$ cat src/hw/rtl/i2csbe_pkg.sv
// Shared types and constants for the I2C slave buffer engine.
package i2csbe_pkg;

	localparam int BUF_DEPTH_DEF = 32;
	localparam int LEN_W         = 6;
	localparam int BYTE_W        = 8;
	localparam int IDX_W         = 5;
	localparam int KIND_W        = 3;
	localparam int RES_W         = 3;
	localparam int CFG_IDX_W     = 1;

	typedef enum logic [KIND_W-1:0] {
		KIND_BUS   = 3'd0,
		KIND_LOAD  = 3'd1,
		KIND_READ  = 3'd2,
		KIND_TAKE  = 3'd3,
		KIND_CLEAR = 3'd4
	} kind_t;

	typedef enum logic [RES_W-1:0] {
		RES_WAIT     = 3'd0,
		RES_RECEIVED = 3'd1,
		RES_SENT     = 3'd2,
		RES_NACK     = 3'd3,
		RES_ERROR    = 3'd4
	} res_t;

	typedef enum logic [CFG_IDX_W-1:0] {
		REG_RECV_LEN = 1'd0,
		REG_SEND_LEN = 1'd1
	} cfg_reg_t;

	// status codes, prescaler bits masked
	localparam logic [7:0] CODE_MASK       = 8'hF8;
	localparam logic [7:0] CODE_BUS_ERR    = 8'h00;
	localparam logic [7:0] CODE_SR_ADDR    = 8'h60;
	localparam logic [7:0] CODE_SR_ARB     = 8'h68;
	localparam logic [7:0] CODE_SR_GEN     = 8'h70;
	localparam logic [7:0] CODE_SR_GEN_ARB = 8'h78;
	localparam logic [7:0] CODE_SR_DATA    = 8'h80;
	localparam logic [7:0] CODE_SR_NACK    = 8'h88;
	localparam logic [7:0] CODE_SR_GDATA   = 8'h90;
	localparam logic [7:0] CODE_SR_GNACK   = 8'h98;
	localparam logic [7:0] CODE_SR_STOP    = 8'hA0;
	localparam logic [7:0] CODE_ST_ADDR    = 8'hA8;
	localparam logic [7:0] CODE_ST_ARB     = 8'hB0;
	localparam logic [7:0] CODE_ST_DATA    = 8'hB8;
	localparam logic [7:0] CODE_ST_NACK    = 8'hC0;
	localparam logic [7:0] CODE_ST_LAST    = 8'hC8;

endpackage

$ cat src/hw/rtl/i2csbe_ram.sv
// Generic single-write, single-read RAM with registered read data.
module i2csbe_ram #(
	parameter int WIDTH = 8,
	parameter int DEPTH = 32,
	parameter int AW    = (DEPTH > 1) ? $clog2(DEPTH) : 1
) (
	input  logic             clk,
	input  logic             we,
	input  logic [AW-1:0]    waddr,
	input  logic [WIDTH-1:0] wdata,
	input  logic             re,
	input  logic [AW-1:0]    raddr,
	output logic [WIDTH-1:0] rdata
);

	logic [WIDTH-1:0] mem [DEPTH];

	always_ff @(posedge clk) begin
		if (we) begin
			mem[waddr] <= wdata;
		end
		if (re) begin
			rdata <= mem[raddr];
		end
	end

endmodule

$ cat src/hw/rtl/i2c_slave_buffer_engine_core.sv
// Top level of the I2C slave buffer engine: event decode, state and stores.
//
//  channel  direction  handshake             payload
//  in       input      in_valid / in_stall   kind status_code bus_byte host_index host_data
//  out      output     out_valid / out_stall tx_byte ack send_stop result_code busy_res
//                                            done_res last_length last_direction read_data fault
//  cfg      input      cfg_we                cfg_index cfg_wdata
//
// One item per cycle while the output is not stalled; an accepted item passes the input register,
// then the result register, with the store read landing alongside the result register.
// Reset clears control state; store contents are undefined until written.
// An output stall holds the result and backs up into in_stall after one more item.
module i2c_slave_buffer_engine_core #(
	parameter int BUF_DEPTH = i2csbe_pkg::BUF_DEPTH_DEF
) (
	input  logic                                clk,
	input  logic                                arst_n,
	input  logic                                cfg_we,
	input  logic [i2csbe_pkg::CFG_IDX_W-1:0]    cfg_index,
	input  logic [i2csbe_pkg::LEN_W-1:0]        cfg_wdata,
	input  logic                                in_valid,
	output logic                                in_stall,
	input  logic [i2csbe_pkg::KIND_W-1:0]       kind,
	input  logic [7:0]                          status_code,
	input  logic [i2csbe_pkg::BYTE_W-1:0]       bus_byte,
	input  logic [i2csbe_pkg::IDX_W-1:0]        host_index,
	input  logic [i2csbe_pkg::BYTE_W-1:0]       host_data,
	output logic                                out_valid,
	input  logic                                out_stall,
	output logic [i2csbe_pkg::BYTE_W-1:0]       tx_byte,
	output logic                                ack,
	output logic                                send_stop,
	output logic [i2csbe_pkg::RES_W-1:0]        result_code,
	output logic                                busy_res,
	output logic                                done_res,
	output logic [i2csbe_pkg::LEN_W-1:0]        last_length,
	output logic                                last_direction,
	output logic [i2csbe_pkg::BYTE_W-1:0]       read_data,
	output logic                                fault
);

	import i2csbe_pkg::*;

	localparam int AW = (BUF_DEPTH > 1) ? $clog2(BUF_DEPTH) : 1;
	localparam logic [8:0] DEPTH_9 = 9'(BUF_DEPTH);
	localparam logic [LEN_W-1:0] DEPTH_LEN = LEN_W'(BUF_DEPTH);

	// configuration
	logic [LEN_W-1:0] recv_len_q, send_len_q;

	always_ff @(posedge clk or negedge arst_n) begin
		if (!arst_n) begin
			recv_len_q <= '0;
			send_len_q <= '0;
		end else if (cfg_we) begin
			case (cfg_index)
				REG_RECV_LEN: recv_len_q <= cfg_wdata;
				REG_SEND_LEN: send_len_q <= cfg_wdata;
				default: ;
			endcase
		end
	end

	// input register
	logic                 valid_s1;
	logic [KIND_W-1:0]    kind_s1;
	logic [7:0]           code_s1;
	logic [BYTE_W-1:0]    bus_byte_s1;
	logic [IDX_W-1:0]     idx_s1;
	logic [BYTE_W-1:0]    hdata_s1;
	logic                 adv_s1;
	logic                 valid_s2;

	assign adv_s1   = valid_s1 && (!valid_s2 || !out_stall);
	assign in_stall = valid_s1 && !adv_s1;

	always_ff @(posedge clk or negedge arst_n) begin
		if (!arst_n) begin
			valid_s1 <= 1'b0;
		end else if (!in_stall) begin
			valid_s1 <= in_valid;
		end
	end

	always_ff @(posedge clk) begin
		if (in_valid && !in_stall) begin
			kind_s1     <= kind;
			code_s1     <= status_code;
			bus_byte_s1 <= bus_byte;
			idx_s1      <= host_index;
			hdata_s1    <= host_data;
		end
	end

	// transaction state
	logic [LEN_W-1:0] pos_q, pos_d;
	logic             busy_q, busy_d;
	logic             dir_q, dir_d;
	res_t             res_q, res_d;
	logic [LEN_W-1:0] llen_q, llen_d;
	logic             ldir_q, ldir_d;

	logic [LEN_W-1:0] rlen, slen, st_pos;
	logic [7:0]       code_m;
	logic             enabled, idx_ok;
	logic             ack_c, stop_c, done_c, fault_c, tx_rd, rx_rd;
	logic             recv_we, send_we;
	logic [AW-1:0]    send_raddr;

	assign rlen    = (9'(recv_len_q) > DEPTH_9) ? DEPTH_LEN : recv_len_q;
	assign slen    = (9'(send_len_q) > DEPTH_9) ? DEPTH_LEN : send_len_q;
	assign code_m  = code_s1 & CODE_MASK;
	assign enabled = (recv_len_q != '0) && (send_len_q != '0);
	assign idx_ok  = 9'(idx_s1) < DEPTH_9;
	assign st_pos  = (code_m == CODE_ST_DATA) ? pos_q : '0;

	always_comb begin
		pos_d      = pos_q;
		busy_d     = busy_q;
		dir_d      = dir_q;
		res_d      = res_q;
		llen_d     = llen_q;
		ldir_d     = ldir_q;
		ack_c      = 1'b0;
		stop_c     = 1'b0;
		done_c     = 1'b0;
		fault_c    = 1'b0;
		tx_rd      = 1'b0;
		rx_rd      = 1'b0;
		recv_we    = 1'b0;
		send_we    = 1'b0;
		send_raddr = AW'(st_pos);
		case (kind_s1)
			KIND_BUS: begin
				if (enabled || busy_q) begin
					case (code_m)
						CODE_BUS_ERR: begin
							busy_d = 1'b0;
							res_d  = RES_ERROR;
							stop_c = 1'b1;
						end
						CODE_SR_ADDR, CODE_SR_ARB, CODE_SR_GEN, CODE_SR_GEN_ARB: begin
							busy_d = 1'b1;
							pos_d  = '0;
							dir_d  = 1'b0;
							ack_c  = 1'b1;
						end
						CODE_SR_DATA, CODE_SR_GDATA: begin
							if (pos_q >= rlen) begin
								res_d = RES_NACK;
							end else begin
								recv_we = 1'b1;
								pos_d   = LEN_W'(pos_q + 1'b1);
								ack_c   = 1'b1;
							end
						end
						CODE_ST_ADDR, CODE_ST_ARB, CODE_ST_DATA: begin
							if (code_m != CODE_ST_DATA) begin
								busy_d = 1'b1;
								dir_d  = 1'b1;
							end
							pos_d = st_pos;
							if (st_pos < slen) begin
								tx_rd = 1'b1;
								pos_d = LEN_W'(st_pos + 1'b1);
							end
							ack_c = 1'b1;
						end
						CODE_ST_LAST, CODE_ST_NACK, CODE_SR_NACK, CODE_SR_GNACK,
						CODE_SR_STOP: begin
							llen_d = pos_q;
							ldir_d = dir_q;
							res_d  = dir_q ? RES_SENT : RES_RECEIVED;
							done_c = 1'b1;
							busy_d = 1'b0;
							ack_c  = 1'b1;
						end
						default: fault_c = 1'b1;
					endcase
				end
			end
			KIND_LOAD: send_we = idx_ok;
			KIND_READ: rx_rd = idx_ok;
			KIND_TAKE: begin
				if (res_q == RES_RECEIVED || res_q == RES_SENT) begin
					res_d = RES_WAIT;
				end
			end
			KIND_CLEAR: res_d = RES_WAIT;
			default: ;
		endcase
	end

	always_ff @(posedge clk or negedge arst_n) begin
		if (!arst_n) begin
			pos_q  <= '0;
			busy_q <= 1'b0;
			dir_q  <= 1'b0;
			res_q  <= RES_WAIT;
			llen_q <= '0;
			ldir_q <= 1'b0;
		end else if (adv_s1) begin
			pos_q  <= pos_d;
			busy_q <= busy_d;
			dir_q  <= dir_d;
			res_q  <= res_d;
			llen_q <= llen_d;
			ldir_q <= ldir_d;
		end
	end

	// stores
	logic [BYTE_W-1:0] send_rdata, recv_rdata;

	i2csbe_ram #(
		.WIDTH (BYTE_W),
		.DEPTH (BUF_DEPTH)
	) u_send_store (
		.clk   (clk),
		.we    (adv_s1 && send_we),
		.waddr (AW'(idx_s1)),
		.wdata (hdata_s1),
		.re    (adv_s1 && tx_rd),
		.raddr (send_raddr),
		.rdata (send_rdata)
	);

	i2csbe_ram #(
		.WIDTH (BYTE_W),
		.DEPTH (BUF_DEPTH)
	) u_recv_store (
		.clk   (clk),
		.we    (adv_s1 && recv_we),
		.waddr (AW'(pos_q)),
		.wdata (bus_byte_s1),
		.re    (adv_s1 && rx_rd),
		.raddr (AW'(idx_s1)),
		.rdata (recv_rdata)
	);

	// result register
	logic             tx_sel_s2, rd_sel_s2;
	logic             ack_s2, stop_s2, done_s2, fault_s2, busy_s2, ldir_s2;
	res_t             res_s2;
	logic [LEN_W-1:0] llen_s2;

	always_ff @(posedge clk or negedge arst_n) begin
		if (!arst_n) begin
			valid_s2 <= 1'b0;
		end else if (!valid_s2 || !out_stall) begin
			valid_s2 <= adv_s1;
		end
	end

	always_ff @(posedge clk) begin
		if (adv_s1) begin
			tx_sel_s2 <= tx_rd;
			rd_sel_s2 <= rx_rd;
			ack_s2    <= ack_c;
			stop_s2   <= stop_c;
			done_s2   <= done_c;
			fault_s2  <= fault_c;
			busy_s2   <= busy_d;
			res_s2    <= res_d;
			llen_s2   <= llen_d;
			ldir_s2   <= ldir_d;
		end
	end

	assign out_valid      = valid_s2;
	assign tx_byte        = tx_sel_s2 ? send_rdata : '0;
	assign read_data      = rd_sel_s2 ? recv_rdata : '0;
	assign ack            = ack_s2;
	assign send_stop      = stop_s2;
	assign result_code    = res_s2;
	assign busy_res       = busy_s2;
	assign done_res       = done_s2;
	assign last_length    = llen_s2;
	assign last_direction = ldir_s2;
	assign fault          = fault_s2;

endmodule
$ cat config.mk
export PLATFORM = sky130hd
export DESIGN_NAME = i2c_slave_buffer_engine_core
export DESIGN_NICKNAME = d
export VERILOG_FILES = /design/src/hw/rtl/i2csbe_pkg.sv /design/src/hw/rtl/i2csbe_ram.sv /design/src/hw/rtl/i2c_slave_buffer_engine_core.sv
export SDC_FILE = /design/constraint.sdc
export NUM_CORES = 1
export LEC_CHECK = 0
export BUFFER_PORTS_ARGS = -buffer_cell sky130_fd_sc_hd__buf_2
export CAP_MARGIN = 25
export CELL_PAD_IN_SITES_DETAIL_PLACEMENT = 2
export CELL_PAD_IN_SITES_GLOBAL_PLACEMENT = 2
export CORE_ASPECT_RATIO = 0.6
export CORE_UTILIZATION = 25
export DETAILED_ROUTE_END_ITERATION = 16
export GPL_TIMING_DRIVEN = 0
export HOLD_SLACK_MARGIN = 0.12
export MAX_ROUTING_LAYER = met4
export PLACE_DENSITY = 0.51
export SLEW_MARGIN = 20
export SYNTH_ARGS = -nofsm -noshare
export SYNTH_HDL_FRONTEND = slang
export SYNTH_SLANG_ARGS = --single-unit
$ cat constraint.sdc
create_clock -name clk -period 3.7 [get_ports clk]
set_clock_uncertainty 0.2 [all_clocks]
set_input_delay 0.185 -clock clk [delete_from_list [all_inputs] [get_ports clk]]
set_output_delay 0.185 -clock clk [all_outputs]
set_load 0.02 [all_outputs]
-- Word level (Yosys, flattened, before mapping)
Memory sizes are Yosys's and may differ from the RTL's. A register that Yosys moved wholly into a read port is not among the register bits.
Index checks and enable logic that the tools add are counted.
- $add $sub $neg: 2
- magnitude comparators: 4
- equal/unequal tests: 23
- muxes and demuxes: 44
- bitwise gates (word level): 1
- reduce and logical (&&, ||, !) cells: 33
- operators by type and width (operator ; number):
    equality test 5 bit (second input constant) ; 10
    two-way mux 6 bit ; 8
    two-way mux 1 bit ; 24
    equality test 5 x 4 -> 1 bit (second input constant) ; 4
    one-hot mux 3 bit (3 select lines) ; 2
    one-hot mux 6 bit (3 select lines) ; 1
    two-way mux 8 bit ; 2
    OR reduction 15 bit ; 1
    adder 6 x 1 -> 6 bit (second input constant) ; 2
    greater-than comparator 6 bit (second input constant) ; 2
    nonzero test 6 bit ; 2
    OR reduction 12 bit ; 1
    AND reduction 5 bit ; 2
    equality test 3 x 2 -> 1 bit (second input constant) ; 3
    two-way mux 3 bit ; 3
    logical AND 1 bit ; 8
    logical NOT 8 bit ; 1
    equality test 3 x 1 -> 1 bit (second input constant) ; 2
    greater-or-equal comparator 6 bit ; 1
    less-than comparator 6 bit ; 1
    AND reduction 2 bit ; 3
    OR reduction 6 bit ; 1
    != test 5 bit (second input constant) ; 1
    OR reduction 5 bit ; 1
    14 further kinds ; 21
- register bits after elaboration: 81
- memory bits (writable): 512
- logic and storage cells: 134
- memories: 2
- memories (memory ; depth ; width ; rd ports ; clocked after Yosys merged registers in ; wr ports ; line ; RTL):
    u_recv_store.mem ; 32 ; 8 ; 1 ; 1 ; 1 ; i2csbe_ram.sv:16 ; logic [WIDTH-1:0] mem [DEPTH];
    u_send_store.mem ; 32 ; 8 ; 1 ; 1 ; 1 ; i2csbe_ram.sv:16 ;

-- Longest topological paths before layout
- word-level depth: 10
- mapped depth: 14
- mapped depth without buffers: 11

-- Hierarchy
From an unflattened synthesis, not the netlist that was laid out.
- cell total of the unflattened synthesis: 1150
- area total of the unflattened synthesis: 24073.1 µm²
- modules (own cells, without submodules) (module ; instances ; cells an instance ; area each (µm²)):
    i2csbe_ram ; 2 ; 417 ; 10133.5
    i2c_slave_buffer_engine_core ; 1 ; 316 ; 3806.2

-- Worst setup path before layout
OpenSTA, ideal clock, no wires.
- kind: register to register
- start: register pos_q[0]
- end: memory u_recv_store.mem[12][0], enable pin
- library setup time: 0.370 ns
- arrival time: 3.027 ns
- data required time: 3.130 ns
- slack: 0.103 ns
- cell stages (with the launch flop): 12
- path through: dfrtp_1 > clkbuf_1 > clkbuf_1 > inv_2 > clkbuf_1 > ha_1 > nand2b_1 > a31oi_1 > o211ai_1 > nor3_2 > nand2_1 > nor2_1
- cells in the longest elaborated chain, start to end: 8
- RTL lines (element ; line ; RTL):
    start: declaration ; i2c_slave_buffer_engine_core.sv:96 ; logic [LEN_W-1:0] pos_q, pos_d;
    start signal: assignment ; i2c_slave_buffer_engine_core.sv:203 ; pos_q <= pos_d;
    greater-or-equal comparator 6 bit ; i2c_slave_buffer_engine_core.sv:149 ; if (pos_q >= rlen) begin
    two-way mux 1 bit ; i2c_slave_buffer_engine_core.sv:149 ;
    two-way mux 1 bit ; i2c_slave_buffer_engine_core.sv:136 ; case (code_m)
    two-way mux 1 bit ; i2c_slave_buffer_engine_core.sv:135 ; if (enabled || busy_q) begin
    two-way mux 1 bit ; i2c_slave_buffer_engine_core.sv:133 ; case (kind_s1)
    logical AND 1 bit ; i2c_slave_buffer_engine_core.sv:233 ; .we (adv_s1 && recv_we),
    two-way mux 1 bit ; i2csbe_ram.sv:19 ; if (we) begin
    two-way mux 1 bit (implied by the code) ; i2csbe_ram.sv:20 ; mem[waddr] <= wdata;
    end: declaration ; i2csbe_ram.sv:16 ;
Parallel ways exist; a longest one is shown, timed or not.

-- Worst setup path after layout
- start: register code_s1[6]
- end: register u_send_store.rdata[6] (read register of u_send_store.mem) (data pin)
- cells in the longest elaborated chain, start to end: 8
- RTL lines (element ; line ; RTL):
    start: declaration ; i2c_slave_buffer_engine_core.sv:67 ; logic [7:0] code_s1;
    start signal: assignment ; i2c_slave_buffer_engine_core.sv:88 ; code_s1 <= status_code;
    equality test 5 bit ; i2c_slave_buffer_engine_core.sv:115, i2c_slave_buffer_engine_core.sv:136 ;
    two-way mux 6 bit ; i2c_slave_buffer_engine_core.sv:115 ; assign st_pos = (code_m == CODE_ST_DATA) ? pos_q : '0;
    less-than comparator 6 bit ; i2c_slave_buffer_engine_core.sv:163 ; if (st_pos < slen) begin
    two-way mux 1 bit ; i2c_slave_buffer_engine_core.sv:163 ;
    two-way mux 1 bit ; i2c_slave_buffer_engine_core.sv:136 ;
    two-way mux 1 bit ; i2c_slave_buffer_engine_core.sv:135 ;
    two-way mux 1 bit ; i2c_slave_buffer_engine_core.sv:133 ;
    logical AND 1 bit ; i2c_slave_buffer_engine_core.sv:223 ; .re (adv_s1 && tx_rd),
    end: declaration ; i2csbe_ram.sv:13 ; output logic [WIDTH-1:0] rdata
Parallel ways exist; a longest one is shown, timed or not.
A chain may end at the register's enable or synchronous reset.

==> results <==
- Buffers inserted during clock tree synthesis total 61.
- The area of all placed cells without fillers is 30790 um^2.
- The area of the placeable core is 96120 um^2.
- The number of standard cells in the final layout excluding fillers is 3067.
- Net switching is 23.57% of the power.
- The worst setup path is launched from a flop.
- The capturing element of the worst setup path is u_send_store.rdata[6].
- The run finished with clean final reports.
- Setup repair after global routing could not meet its margin everywhere.
- The startpoint of the lowest-slack register-to-register path is code_s1[6].
- The initial utilization of the core area, before any placement, comes to 25.21%.
- The layout overhead on the synthesized area is 27.05%.
- The final wirelength is 81.02 mm.
- The path class of the lowest-slack min-delay path is primary input to flop.
- The endpoint identified for the worst register-to-register timing path is u_send_store.rdata[6].
- The initial antenna violation count came to 4.
- For the worst setup path, the data required time is 3.98 ns.
- The die height is 243.2 um.
- After synthesis the cells add up to 24240 um^2.
- The count of buffers from port buffering is 73.
- In the layout the commonest cells are 574 x edfxtp_1, 88 x nand2_1, 88 x buf_2, 81 x dlygate4sd3_1, 64 x mux4_2.
- The placer congestion estimate is 0.7968.
- For this design the ratio of total power to cell area is 500.9 nW/um^2.
- The post-detailed-route via-to-cell ratio is 4.746.
- The number of warning messages in the yosys log is 0.
- The setup path with the least slack is of type flop to flop.
- For the worst flop-to-flop path, the logic depth is 9.
- The area enclosed by the die boundary is 98230 um^2.
- Counting distinct cell types in the post-synthesis netlist gives 72.
- The clock net in this run drives a total of 606 sinks.
- Counting flops and latches in the post-synthesis netlist gives 606.
- The area share of the largest cell type after synthesis is 71.12%.
- The pin count of the biggest net entering global routing is 33.
- The chip width is 404.0 um.
- The critical path goes through nand3b_1 > or2_2 > inv_2 > buf_2 > o22ai_1 > o21ai_0 > a2111oi_0 > buf_1 > a21oi_1.
- The post-route worst hold slack is 0.1793 ns.
- The routed layout has 14560 vias.
- For this run the aggregate overflow at the end of global routing stands at 0.
- The total global-route track usage is 17.08%.
- Row generation in the floorplan step produced 88 rows.
- The end-of-flow core utilization is 32.03%.
- The clock-pin slew reported for the worst setup and hold paths after clock tree synthesis is 0.07 ns.
- For this run, the slowest stage of the critical path takes 0.69 ns.
- Sorting the synthesized cells by area gives the leading types as edfxtp_1 71%, mux4_2 5.9%, dfrtp_1 3.3%, mux2i_1 1.8%, a22oi_1 1.5%.
- The first-pass GRT wire length is 116.8 mm.
- The kind of cell with the highest combined delay along the critical path is compound AO/OA/AOI/OAI gates.
- For this run, the top clock speed supported by timing is 277.5 MHz.
- Among all flip-flop cells after synthesis, the most frequent one is edfxtp_1.
- The remaining max-slew budget at the tightest pin is 27.50%.
- Summed over all nets, the switching power comes to 3636 uW.
- The H-tree generated during clock tree synthesis spans 2 levels.
- Once detail routing completed, the nets flagged for antenna violations numbered 0.
- The number of endpoints failing setup at the final stage is 0.
- The total count of max-transition violations in the final report came to 0.
- The maximum root-to-sink buffer count is 3.
- The synthesized area divided by synthesized cell count is 17.12 um^2.
- The net count after synthesis is 1476.
- The largest vdd supply drop is 0.0002944 V.
- The CTS tree is built.
- The number of cells on the critical path is 9.
- In this run the worst path has a maximum fanout of 10.
- The clock latency of the later-clocked register in the worst-skew pair is 0.66 ns.
- The worst setup path startpoint is code_s1[6].
- The detailed-routing iteration count for the pre-antenna-repair pass is 5.
- At the pin with the least slew margin, the transition time is 1.088 ns.
- The portion of the post-synthesis area used by sequential elements is 74.42%.
- The hold violation total from the final report is 0.
- The number of global-route vias before repair came to 15710.
- The worst setup path is captured at a flop.
- The half-perimeter wire length of the detailed placement result is 56.61 mm.
- The library cell contributing the largest single delay on the critical path is o21ai_0.
- The cell area after placement is 26660 um^2.
- The setup slack on the worst flop-to-flop path is 0.1 ns.
- The leakage power of the design is 0.009938 uW.
- The share of total power dissipated in the clock network is 42.9%.
- The final net count is 1771.
- The fraction of the cycle the final worst path needs is 97.39%.
- For this run, design rule violations remaining after detail routing come to 0.
- The cell type contributing the most total cell area after synthesis is edfxtp_1.
- The part of the total power dissipated in sequential elements is 50.2%.
- At the worst endpoint, the arrival time is 3.88 ns.
- The CTS root buffer is clkbuf_16.
- Counting every instance in the synthesized netlist gives 1416.
- Dividing the detail-routed wire length by the instance count gives 26.42 um.
- Leaving out fill and tap cells, the most frequent cell in the layout is edfxtp_1.
- Yosys mapped a number of flops with a built-in enable equal to 574.
- The number of buffers and inverters on the critical path is 3.
- 77 I/O pins were placed.
- Max-cap violations in this run came to 0.
- The post-layout minimum cycle time is 3.603 ns.
- The internal power component is 11790 uW.
- The combinational group share of total power is 6.9%.
- The async set-reset flop share out of synthesis is 5.281%.
- The proportion of layout cells with a drive suffix above 1 is 25.61%.
- In this run, placement finished with an instance count of 2821.
- For this block, the initial DRC count from the detailed router was 1077.
[per-stage QoR]
| step | setup TNS, ns | worst slack (ns) | total power (uW) |
|---|---|---|---|
| final | 0 | 0.09657 | 15420 |
| after detailed placement | -626.09 | -2.255 | 8840 |
| after global placement | -862.87 | -2.163 | 8768 |
| after floorplan | 0 | 0.1026 | 8329 |
| after global routing | -0.3255 | -0.03557 | 15950 |
| after CTS | 0 | 0.01164 | 15610 |
[cells in the mapped netlist, types with 10 or more instances]
cell,instances
dfrtp_1,32
a211oi_1,23
o21ai_0,22
nand2_1,93
mux2i_1,43
a31oi_1,19
mux4_2,64
o221ai_1,26
nor3_1,14
a22oi_1,47
and3_1,12
buf_1,13
o211ai_1,20
inv_1,10
mux2_1,10
o21a_1,12
nor2b_1,18
ha_1,16
buf_2,16
a21oi_1,20
edfxtp_1,574
o22ai_1,17
and2_1,21
nand3b_1,10
nand3_1,13
mux2_2,21
nor2_1,81
clkbuf_1,47
[registers in the layout, summed over array words and instances, names as in the netlist, 3 cells and up]
signal and flops:
bus_byte_s1 8, recv_len_q 6, u_recv_store.mem 256, result_code 3, u_send_store.rdata 8, hdata_s1 8, llen_q 6, send_len_q 6
u_send_store.mem 256, kind_s1 3, code_s1 5, pos_q 6, idx_s1 5, res_q 3, u_recv_store.rdata 8, last_length 6
[metal layers]
metal	track usage [%]	vias to the layer above	routed length, um
li1	-	6280	-
met1	27.33	7898	44110
met2	22.61	290	32590
met3	2.128	87	3108
met4	3.253	0	1209
met5	-	-	0
[worst register-to-register path, cell delays in order (launching register included)]
cell       delay, ns
edfxtp_1        0.53
nand3b_1        0.31
or2_2           0.50
inv_2           0.15
buf_2           0.28
o22ai_1         0.12
o21ai_0         0.69
a2111oi_0       0.24
buf_1           0.21
a21oi_1         0.22
[kinds of logic after synthesis]
kind of cell,share of synthesized area (%)
multiplexers,9.226
buffers and inverters,1.600
XOR/XNOR,0.1446
AO/OA/AOI/OAI,7.176
adder cells (fa/ha/maj),0.8673
flip-flops,74.42
AND/OR/NAND/NOR,6.562
[power groups by stage]
stage,combinational (uW),sequential [uW],clock [uW]
3_3_place_gp,803,7960,0
4_1_cts,1040,7750,6810
3_5_place_dp,943,7900,0
6_report,1060,7740,6620
5_1_grt,1140,7750,7050
2_1_floorplan,458,7870,0
[layout make-up]
type / count / area, um^2
tap: 1305 / 1633
clock buffer: 68 / 1574
inverter: 14 / 57.56
sequential: 606 / 18040
fill: 9676 / 65330
buffer: 76 / 376.6
timing repair buffer: 235 / 2346
clock inverter: 45 / 525.5
antenna: 1 / 2.502
multi-input combinational: 717 / 6238
[how the worst min path moves through the flow]
stage | end | depth (start not counted) | from | slack, ns
2_1_floorplan | busy_q | 0 | arst_n | -0.31
3_3_place_gp | recv_len_q[1] | 1 | arst_n | 0.14
3_5_place_dp | out_valid | 1 | arst_n | 0.13
4_1_cts | out_valid | 4 | out_stall | 0.16
5_1_grt | out_valid | 4 | out_stall | 0.17
6_report | out_valid | 4 | out_stall | 0.18
[timing repair]
action / in CTS / in global routing
buffers inserted: 49 / 2
hold buffers: 82 / 0
pin swaps: 35 / 1
gates resized for setup: 112 / 21
setup endpoints to repair: 418 / 300
endpoints found under the hold margin: 93 / 0
No activity file was read; power rests on OpenSTA's default activity.
